===== config.mk =====
export PLATFORM = sky130hd
export DESIGN_NAME = wildcard_pattern_matcher_unit
export DESIGN_NICKNAME = d
export VERILOG_FILES = /design/src/hdl/wpm_pkg.sv /design/src/hdl/wpm_prefix_or.sv /design/src/hdl/wpm_core.sv /design/src/hdl/wildcard_pattern_matcher_unit.sv
export SDC_FILE = /design/constraint.sdc
export NUM_CORES = 1
export LEC_CHECK = 0
export BUFFER_PORTS_ARGS = -buffer_cell sky130_fd_sc_hd__buf_2
export CAP_MARGIN = 20
export CORE_MARGIN = 2
export CORE_UTILIZATION = 48
export DETAILED_ROUTE_END_ITERATION = 6
export GPL_TIMING_DRIVEN = 0
export PLACE_DENSITY = 0.66
export SYNTH_ARGS = -nofsm -noshare
export SYNTH_HDL_FRONTEND = slang
export SYNTH_HIERARCHICAL = 1
export SYNTH_SLANG_ARGS = --single-unit

===== constraint.sdc =====
create_clock -name clk -period 3.9 [get_ports clk]
set_clock_uncertainty 0.05 [all_clocks]
set_input_delay 0.195 -clock clk [delete_from_list [all_inputs] [get_ports clk]]
set_output_delay 0.195 -clock clk [all_outputs]
set_load 0.01 [all_outputs]

===== src/hdl/wpm_pkg.sv =====
// Shared types and constants for the wildcard pattern matcher.
package wpm_pkg;

  // Default pattern capacity in bytes.
  localparam int DEFAULT_MAX_PATTERN = 16;

  localparam int CHAR_W = 8;

  localparam logic [CHAR_W-1:0] STAR_CODE  = 8'h2A;
  localparam logic [CHAR_W-1:0] QMARK_CODE = 8'h3F;

  typedef enum logic [1:0] {
    REQ_CLEAR  = 2'd0,
    REQ_APPEND = 2'd1,
    REQ_START  = 2'd2,
    REQ_SOURCE = 2'd3
  } req_type_t;

endpackage


===== src/hdl/wpm_prefix_or.sv =====
// Log-depth generate/propagate prefix network for the match row.
module wpm_prefix_or #(
  parameter int WIDTH = wpm_pkg::DEFAULT_MAX_PATTERN + 1
) (
  input  logic [WIDTH-1:0] gen_i,
  input  logic [WIDTH-1:0] prop_i,
  output logic [WIDTH-1:0] row_o
);

  localparam int LVLS = (WIDTH > 1) ? $clog2(WIDTH) : 1;

  logic [WIDTH-1:0] g_lvl [LVLS+1];
  logic [WIDTH-1:0] p_lvl [LVLS+1];

  // row[j] = g[j] | p[j] & row[j-1], resolved in log2(WIDTH) levels
  always_comb begin
    g_lvl[0] = gen_i;
    p_lvl[0] = prop_i;
    for (int l = 0; l < LVLS; l++) begin
      for (int j = 0; j < WIDTH; j++) begin
        if (j >= (1 << l)) begin
          g_lvl[l+1][j] = g_lvl[l][j] | (p_lvl[l][j] & g_lvl[l][j - (1 << l)]);
          p_lvl[l+1][j] = p_lvl[l][j] & p_lvl[l][j - (1 << l)];
        end else begin
          g_lvl[l+1][j] = g_lvl[l][j];
          p_lvl[l+1][j] = p_lvl[l][j];
        end
      end
    end
    row_o = g_lvl[LVLS];
  end

endmodule


===== src/hdl/wpm_core.sv =====
// Pattern store, match row state and the row update.
module wpm_core #(
  parameter int MAX_PATTERN = wpm_pkg::DEFAULT_MAX_PATTERN
) (
  input  logic                       clk,
  input  logic                       rst_n,
  input  logic                       fire_i,
  input  logic [1:0]                 req_i,
  input  logic [wpm_pkg::CHAR_W-1:0] char_i,
  output logic                       matched_o,
  output logic                       overflow_o
);

  localparam int CNT_W = $clog2(MAX_PATTERN + 1);
  localparam int IDX_W = (MAX_PATTERN > 1) ? $clog2(MAX_PATTERN) : 1;
  localparam int ROW_W = MAX_PATTERN + 1;

  logic [wpm_pkg::CHAR_W-1:0] store_r [MAX_PATTERN];
  logic [CNT_W-1:0]           count_r, count_nxt;
  logic [ROW_W-1:0]           row_r, row_nxt;
  logic                       ovf_r, ovf_nxt;

  wpm_pkg::req_type_t req;
  logic               is_append, is_source, room, wr_en;
  logic [MAX_PATTERN-1:0] star_vec, hit_vec;
  logic [ROW_W-1:0]       gen, prop;

  assign req = wpm_pkg::req_type_t'(req_i);

  always_comb begin
    is_append = 1'b0;
    is_source = 1'b0;
    count_nxt = count_r;
    room      = (count_r < CNT_W'(MAX_PATTERN));
    case (req)
      wpm_pkg::REQ_CLEAR:  count_nxt = '0;
      wpm_pkg::REQ_APPEND: begin
        is_append = 1'b1;
        if (room) count_nxt = count_r + CNT_W'(1);
      end
      wpm_pkg::REQ_START:  ;
      wpm_pkg::REQ_SOURCE: is_source = 1'b1;
      default:             ;
    endcase
    ovf_nxt = ovf_r | (is_append & ~room);
    wr_en   = fire_i & is_append & room;

    // Star flags see a byte being appended this cycle.
    for (int k = 0; k < MAX_PATTERN; k++) begin
      if (is_append && room && (count_r == CNT_W'(k)))
        star_vec[k] = (char_i == wpm_pkg::STAR_CODE);
      else
        star_vec[k] = (store_r[k] == wpm_pkg::STAR_CODE);
      hit_vec[k] = (store_r[k] == char_i) || (store_r[k] == wpm_pkg::QMARK_CODE);
    end

    if (is_source) begin
      gen[0]  = 1'b0;
      prop[0] = 1'b0;
      for (int j = 1; j < ROW_W; j++) begin
        if (CNT_W'(j) <= count_r) begin
          gen[j]  = star_vec[j-1] ? row_r[j] : (hit_vec[j-1] & row_r[j-1]);
          prop[j] = star_vec[j-1];
        end else begin
          gen[j]  = 1'b0;
          prop[j] = 1'b0;
        end
      end
    end else begin
      // Restart: empty-source row with the leading-star run.
      gen[0]  = 1'b1;
      prop[0] = 1'b0;
      for (int j = 1; j < ROW_W; j++) begin
        gen[j]  = 1'b0;
        prop[j] = (CNT_W'(j) <= count_nxt) & star_vec[j-1];
      end
    end
  end

  wpm_prefix_or #(.WIDTH(ROW_W)) u_prefix (
    .gen_i  (gen),
    .prop_i (prop),
    .row_o  (row_nxt)
  );

  assign matched_o  = row_nxt[count_nxt];
  assign overflow_o = ovf_nxt;

  always_ff @(posedge clk) begin
    if (!rst_n) begin
      count_r <= '0;
      row_r   <= ROW_W'(1);
      ovf_r   <= 1'b0;
    end else if (fire_i) begin
      count_r <= count_nxt;
      row_r   <= row_nxt;
      ovf_r   <= ovf_nxt;
    end
  end

  always_ff @(posedge clk) begin
    if (wr_en) begin
      store_r[count_r[IDX_W-1:0]] <= char_i;
    end
  end

endmodule


===== src/hdl/wildcard_pattern_matcher_unit.sv =====
// Top level of the streaming glob matcher: input register, row update, result register.
//
//   channel | ports                                       | direction
//   --------+---------------------------------------------+----------
//   in      | in_valid, in_stall, in_req_type, in_char_code | request transfer in
//   out     | out_valid, out_stall, out_matched,          | one result per request
//           | out_pattern_overflow                        |
//
// Every request gives exactly one result, via the input and result registers.
// One request per cycle is sustained while the output does not stall: the row
// update between the input register and the result register is a single pass.
// Reset (rst_n low, synchronous) empties both registers, clears the pattern
// length, the overflow flag and the match row to the empty-source row.
// A stall on the output holds the result register and backs up into in_stall
// once the input register is also full.
module wildcard_pattern_matcher_unit #(
  parameter int MAX_PATTERN = wpm_pkg::DEFAULT_MAX_PATTERN
) (
  input  logic                       clk,
  input  logic                       rst_n,
  input  logic                       in_valid,
  output logic                       in_stall,
  input  logic [1:0]                 in_req_type,
  input  logic [wpm_pkg::CHAR_W-1:0] in_char_code,
  output logic                       out_valid,
  input  logic                       out_stall,
  output logic                       out_matched,
  output logic                       out_pattern_overflow
);

  // Input register
  logic                       in_vld_r;
  logic [1:0]                 in_req_r;
  logic [wpm_pkg::CHAR_W-1:0] in_char_r;

  // Result register
  logic out_vld_r;
  logic out_matched_r;
  logic out_ovf_r;

  logic advance;   // result register can take a new value this cycle
  logic fire;      // request in the input register is processed
  logic matched;
  logic overflow;

  assign advance  = ~out_vld_r | ~out_stall;
  assign fire     = in_vld_r & advance;
  assign in_stall = in_vld_r & ~advance;

  always_ff @(posedge clk) begin
    if (!rst_n) begin
      in_vld_r <= 1'b0;
    end else if (!in_stall) begin
      in_vld_r <= in_valid;
    end
  end

  always_ff @(posedge clk) begin
    if (in_valid && !in_stall) begin
      in_req_r  <= in_req_type;
      in_char_r <= in_char_code;
    end
  end

  // State update and match evaluation for the held request.
  wpm_core #(.MAX_PATTERN(MAX_PATTERN)) u_core (
    .clk        (clk),
    .rst_n      (rst_n),
    .fire_i     (fire),
    .req_i      (in_req_r),
    .char_i     (in_char_r),
    .matched_o  (matched),
    .overflow_o (overflow)
  );

  always_ff @(posedge clk) begin
    if (!rst_n) begin
      out_vld_r <= 1'b0;
    end else if (fire) begin
      out_vld_r <= 1'b1;
    end else if (!out_stall) begin
      out_vld_r <= 1'b0;
    end
  end

  always_ff @(posedge clk) begin
    if (fire) begin
      out_matched_r <= matched;
      out_ovf_r     <= overflow;
    end
  end

  assign out_valid            = out_vld_r;
  assign out_matched          = out_matched_r;
  assign out_pattern_overflow = out_ovf_r;

endmodule


After elaboration in Yosys (flattened, before gate mapping)
Memories as Yosys holds them, arrays and structs flattened.
Cells that the tools add are included.
- flip-flop bits (word level): 37
- bits in writable memories: 128
- output and inout port bits: 4
- logic and storage cells: 414
- memories kept: 1
- $add $sub $neg: 1
- magnitude comparators: 34
- equality and inequality tests: 67
- multiplexer cells: 76
- bitwise gates (word level): 189
- reductions and logical operators: 37
- memory list (name ; words ; width ; rd ports ; clocked after Yosys merged registers in ; wr ports ; line ; RTL):
    u_core.store_r ; 16 ; 8 ; 16 ; 0 ; 1 ; wpm_core.sv:18 ; logic [wpm_pkg::CHAR_W-1:0] store_r [MAX_PATTERN];
- operators by type and width (kind ; number):
    $eq A8 B6 Y1 const B ; 33
    $and A1 B1 Y1 ; 129
    $eq A8 B8 Y1 ; 16
    $le A4 B5 Y1 const A ; 16
    $mux W1 ; 71
    $or A1 B1 Y1 ; 56
    $eq A5 B4 Y1 const B ; 8
    $le A3 B5 Y1 const A ; 8
    $mux W17 ; 2
    $eq A5 B3 Y1 const B ; 4
    $le A2 B5 Y1 const A ; 4
    $logic_and A1 B1 Y1 ; 18
    $logic_or A1 B1 Y1 ; 16
    $eq A5 B2 Y1 const B ; 2
    $le A1 B5 Y1 const A ; 2
    $le A5 B5 Y1 const A ; 2
    $pmux W5 S2 ; 1
    $lt A5 B6 Y1 const B ; 1
    $add A5 B1 Y5 const B ; 1
    $bmux W1 S5 ; 1
    $eq A5 B1 Y1 const B ; 1
    $logic_not A5 Y1 ; 1
    $lt A5 B5 Y1 const B ; 1
    $mux W5 ; 1
    other kinds (6) ; 9

Longest topological paths before layout
- word-level depth: 19
- gate-level depth with buffers: 18
- mapped depth without buffers: 16

Hierarchy
The synthesis kept the hierarchy.
- modules (own cells, without submodules) (module ; times used ; cells each ; area each (sq um) ; seq. area each (sq um)):
    wpm_core ; 1 ; 737 ; 8316.7 ; 4304.1
    wildcard_pattern_matcher_unit ; 1 ; 20 ; 444.2 ; 400.4
    wpm_prefix_or ; 1 ; 53 ; 340.3 ; 0.0

Least setup slack after synthesis
OpenSTA, ideal clock, no wires.
- path kind: flip-flop to flip-flop
- start: reg u_core.count_r[0]
- end: reg out_matched_r (netlist: out_matched) (data pin)
- setup time: 0.267 ns
- data arrival time: 3.955 ns
- required time: 3.583 ns
- slack: -0.372 ns
- cell stages (with the launch flop): 18
- cells stage by stage: dfxtp_1 > buf_6 > inv_1 > ha_1 > nor3_4 > a2111oi_0 > a41o_1 > buf_6 > nor4_2 > a31oi_1 > a21o_1 > a21o_1 > a221o_1 > or2_4 > o31a_1 > mux4_1 > mux2i_1 > o211ai_1
- elaborated cells on any way between the ends: 299
- classes of those cells: add/sub: 1; order compare: 33; eq/ne: 15; mux: 70; bitwise: 162; reduce/logical: 18
- RTL lines (what ; line ; RTL):
    start, declared ; wpm_core.sv:19 ; logic [CNT_W-1:0] count_r, count_nxt;
    start signal, assigned ; wpm_core.sv:95 ; count_r <= count_nxt;
    $add A5 B1 Y5 / $lt A5 B5 Y1 (equally long branches) ; wpm_core.sv:39, wpm_core.sv:34 ;
    $mux W5 / $logic_and A1 B1 Y1 (equally long branches) ; wpm_core.sv:39, wpm_core.sv:50 ;
    $pmux W5 S2 / $logic_and A1 B1 Y1 (equally long branches) ; wpm_core.sv:35, wpm_core.sv:50 ;
    $le A4 B5 Y1 / $mux W1 (equally long branches) ; wpm_core.sv:75, wpm_core.sv:50 ;
    $and A1 B1 Y1 / $mux W1 (equally long branches) ; wpm_core.sv:75, wpm_core.sv:61 ;
    $mux W17 * ; wpm_core.sv:57 ; if (is_source) begin
    named net u_core.prop[9] ; wpm_core.sv:26 ; logic [ROW_W-1:0] gen, prop;
    $and A1 B1 Y1 ; wpm_prefix_or.sv:22 ; g_lvl[l+1][j] = g_lvl[l][j] | (p_lvl[l][j] & g_lvl[l][j - (1 << l)]);
    $or A1 B1 Y1 ; wpm_prefix_or.sv:22 ;
    $and A1 B1 Y1 ; wpm_prefix_or.sv:22 ;
    $or A1 B1 Y1 (2 in a row) ; wpm_prefix_or.sv:22 ;
    $or A1 B1 Y1 * ; wpm_prefix_or.sv:22 ;
    named net u_core.row_nxt[11] ; wpm_core.sv:20 ; logic [ROW_W-1:0] row_r, row_nxt;
    $bmux W1 S5 * ; wpm_core.sv:86 ; assign matched_o = row_nxt[count_nxt];
    $mux W1 (not written as such) * ; wpm_core.sv:86 ;
    named net matched ; wildcard_pattern_matcher_unit.sv:43 ; logic matched;
    end signal, assigned ; wildcard_pattern_matcher_unit.sv:88 ; out_matched_r <= matched;
    end, declared ; wildcard_pattern_matcher_unit.sv:38 ; logic out_matched_r;
The timed path passes the listed nets; every way through them passes the cells marked *. The select of a mux whose other input is x is not followed.
A chain may end at the register's enable or synchronous reset.

Worst setup path after layout
- start: reg in_char_r[3] (netlist bit)
- end: reg out_matched_r (netlist: out_matched) (data pin)
- elaborated cells on any way between the ends: 279
- classes of those cells: eq/ne: 17; mux: 68; bitwise: 178; reduce/logical: 16
- RTL lines (what ; line ; RTL):
    start, declared ; wildcard_pattern_matcher_unit.sv:34 ; logic [wpm_pkg::CHAR_W-1:0] in_char_r;
    start signal, assigned ; wildcard_pattern_matcher_unit.sv:61 ; in_char_r <= in_char_code;
    $eq A8 B8 Y1 ; wpm_core.sv:54 ; hit_vec[k] = (store_r[k] == char_i) || (store_r[k] == wpm_pkg::QMARK_CODE);
    $logic_or A1 B1 Y1 ; wpm_core.sv:54 ;
    $and A1 B1 Y1 ; wpm_core.sv:62 ; gen[j] = star_vec[j-1] ? row_r[j] : (hit_vec[j-1] & row_r[j-1]);
    $mux W1 * ; wpm_core.sv:62 ;
    $mux W1 * ; wpm_core.sv:61 ; if (CNT_W'(j) <= count_r) begin
    $mux W17 * ; wpm_core.sv:57 ;
    named net u_core.gen[8] ; wpm_core.sv:26 ;
    $and A1 B1 Y1 * ; wpm_prefix_or.sv:22 ;
    $or A1 B1 Y1 * ; wpm_prefix_or.sv:22 ;
    $and A1 B1 Y1 * ; wpm_prefix_or.sv:22 ;
    $or A1 B1 Y1 * (3 in a row) ; wpm_prefix_or.sv:22 ;
    named net u_core.row_nxt[11] ; wpm_core.sv:20 ;
    $bmux W1 S5 * ; wpm_core.sv:86 ;
    $mux W1 (not written as such) * ; wpm_core.sv:86 ;
    named net matched ; wildcard_pattern_matcher_unit.sv:43 ;
Marks and branches as above.

==> reports/metrics.csv <==
stage,metric,value,unit
run_status,status,"complete, but fails checks",
run_status,violations,negative setup slack,
detailed_routing,drc,0,
detailed_routing,firstDrtPassIters,5,
floorplanning,core,0.0186,mm²
worst_setup_path,start_kind,flip-flop,
floorplanning,die_w,142,µm
worst_setup_path,crit_top_cell,a21o_1,
floorplanning,fp.dieH,142,µm
power,leakagePower,0.00369,µW
placement,place_area,0.00951,mm²
layout,final_area,0.0108,mm²
worst_hold_path,min_to,in_char_r[1],
worst_setup_path,reg2reg_depth,15,
worst_setup_path,crit_fanout,8,
worst_setup_path,path_cells,buf_6 > nor4bb_2 > nand2_1 > buf_4 > mux2_4 > nand3_1 > a211oi_2 > a21o_1 > a21o_1 > a221o_1 > or2_4 > o31a_1 > mux4_2 > mux2i_2 > o211ai_1,
logic_synthesis,syn-num-nets,827,
logic_synthesis,synthCells,809,
worst_setup_path,reg2reg_to,out_matched,
worst_setup_path,crit_type,reg -> reg,
worst_setup_path,cp.depth,15,
placement,dp.cells,1060,
layout,antenna-diode-count,0,
placement,dp_slack,-1.20,ns
detailed_routing,routedWlPerCell,22.1,µm
placement,numPortBuffers,17,
logic_synthesis,syn_area,0.00910,mm²
worst_setup_path,cp_num_buf_inv,2,
sta,setup_viol,1,
cts,cts.path.max_buffers,2,
sta,rsz0062_at_grt,yes,
cts,root_buffer,clkbuf_16,
floorplanning,io-pin-count,18,
sta,fin_crit_sh,111,%
sta,period_needed,4.33,ns
worst_hold_path,min_from,in_char_code[1],
worst_setup_path,cpPeakStageDelay,0.51,ns
cts,cts_made_buffers,17,
global_route,grt_util_all_layers,25.8,%
global_route,gr-usage-met3,5.20,%
placement,dp.final_hpwl,17.1,mm
detailed_routing,drtIter0Drc,724,
global_route,antenna_found_initial,0,
floorplanning,fp-row-count,50,
job,drv_cap,0,
sta,tightest_slew,0.852,ns
detailed_routing,vias_per_cell,6.19,
cts,h-tree-depth,4,
detailed_routing,drtAntennaViolNets,0,
placement,gp_congestion,0.968,
cts,clkSinkCount,165,
power,powerDensity,369,mW/mm²
layout,drive_gt1_share,20.9,%
logic_synthesis,synth_area_per_cell,11.2,µm²
sta,maxSlewHeadroom,43.2,%
sta,hold_violations,0,
cts,clkLatencyLatePin,0.44,ns
sta,drv_slew,0,
layout,final_cell_count_no_fill,1151,
worst_setup_path,end_kind,flip-flop,
layout,area_delta_synth_final,19.1,%
worst_hold_path,whs_path_depth,2,
floorplanning,start_util,48.8,%
layout,fillers,1559,
floorplanning,fp.dieArea,0.0201,mm²
cts,cts_tree,done,
cts,path_clk_slew,0.07,ns
global_route,grt_use_met2,41.3,%
detailed_routing,vias,7122,
power,ir_worst_vdd,0.000277,V
global_route,grt_max_degree,19,
worst_setup_path,crit_required,4.02,ns
detailed_routing,wl,25.5,mm
worst_hold_path,hold_class,in -> reg,
worst_setup_path,reg2reg_from,in_char_r[3],
sta,finalWorstSetupSlack,-0.427,ns
worst_setup_path,critPathSlowestCell,mux4_2,
global_route,grt_first_pass_wirelength,38.4,mm
logic_synthesis,synth_warnings,6,
global_route,grt_pass1_vias,6708,
global_route,overflow,0,
layout,final_nets,922,
worst_setup_path,worst_ep_arrival_time,4.44,ns
sta,fmax,0.231,GHz
global_route,use_met1,33.8,%
worst_setup_path,crit_family,compound AO/OA/AOI/OAI gates,
global_route,top_usage_layer,met2,
worst_setup_path,r2r_setup_slack,-0.43,ns
-- registers in the layout, indices dropped and copies added, names as in the netlist --
signal	count
u_core/store_r	128
u_core/row_r	17
in_char_r	8
u_core/count_r	5
in_req_r	2
in_vld_r	1
out_matched	1
out_pattern_overflow	1
out_valid	1
u_core/ovf_r	1
-- through the flow --
stage / total power, µW / hold WS (ns) / setup TNS, ns / utilization (%)
after floorplan: 2200 / 0.207 / -0.0887 / -
after global placement: 2300 / 0.321 / -4.35 / 51.0
after detailed placement: 2300 / 0.323 / -3.95 / 51.0
after CTS: 3980 / 0.399 / -0.342 / 56.7
after global routing: 4110 / 0.413 / -0.548 / 58.1
final: 3990 / 0.408 / -0.427 / 58.1
-- worst max path at each step --
| stage | start | endpoint | slack (ns) |
|---|---|---|---|
| after CTS | u_core/count_r[0] | out_matched | -0.34 |
| after global placement | in_char_r[3] | out_matched | -1.19 |
| after global routing | in_char_r[0] | out_matched | -0.55 |
| final | in_char_r[3] | out_matched | -0.43 |
| after floorplan | u_core/count_r[0] | out_matched | -0.09 |
| after detailed placement | in_char_r[1] | out_matched | -1.20 |
-- cells in the final DEF, fill, tap and decap left out, drive strengths merged, types with 6 or more instances in the layout --
cell	instances
xor2	56
xnor2	72
or4	7
mux2i	36
clkbuf	27
dlygate4sd3	13
edfxtp	140
a21boi	12
nand2	43
a21o	17
nand3	33
o21ai	23
a211oi	10
nand2b	10
dfxtp	25
a21oi	21
nor4	20
inv	14
buf	92
clkinv	6
nor2	74
nand4	35
nor3	28
and3	9
o22ai	11
and2	9
-- report_power, final --
part           leakage [µW]  internal, µW  switching [µW]
clock              0.000286           860             790
sequential          0.00147          1930            14.3
combinational       0.00193           158             245
-- layer usage --
metal	share of wire, %	vias up
met5	0	-
met3	7.8	72
met1	42	3461
li1	-	3218
met2	46	371
met4	3.9	0
-- timing repair --
action,CTS,global route
endpoints found under the setup margin,12,7
endpoints found under the hold margin,13,0
gates resized for setup,34,38
pin swaps,11,17
hold buffers,13,0
buffers inserted,29,17
-- layout make-up --
| cell class | instances | area (µm²) | share of cell area, % |
|---|---|---|---|
| multi-input combinational | 599 | 4370 | 40.3 |
| clock buffer | 18 | 429 | 3.96 |
| tap | 234 | 293 | 2.70 |
| buffer | 37 | 268 | 2.47 |
| timing repair buffer | 77 | 574 | 5.30 |
| inverter | 7 | 30.0 | 0.277 |
| sequential | 165 | 4710 | 43.5 |
| clock inverter | 14 | 158 | 1.45 |
(Power assumes the default switching activity.)
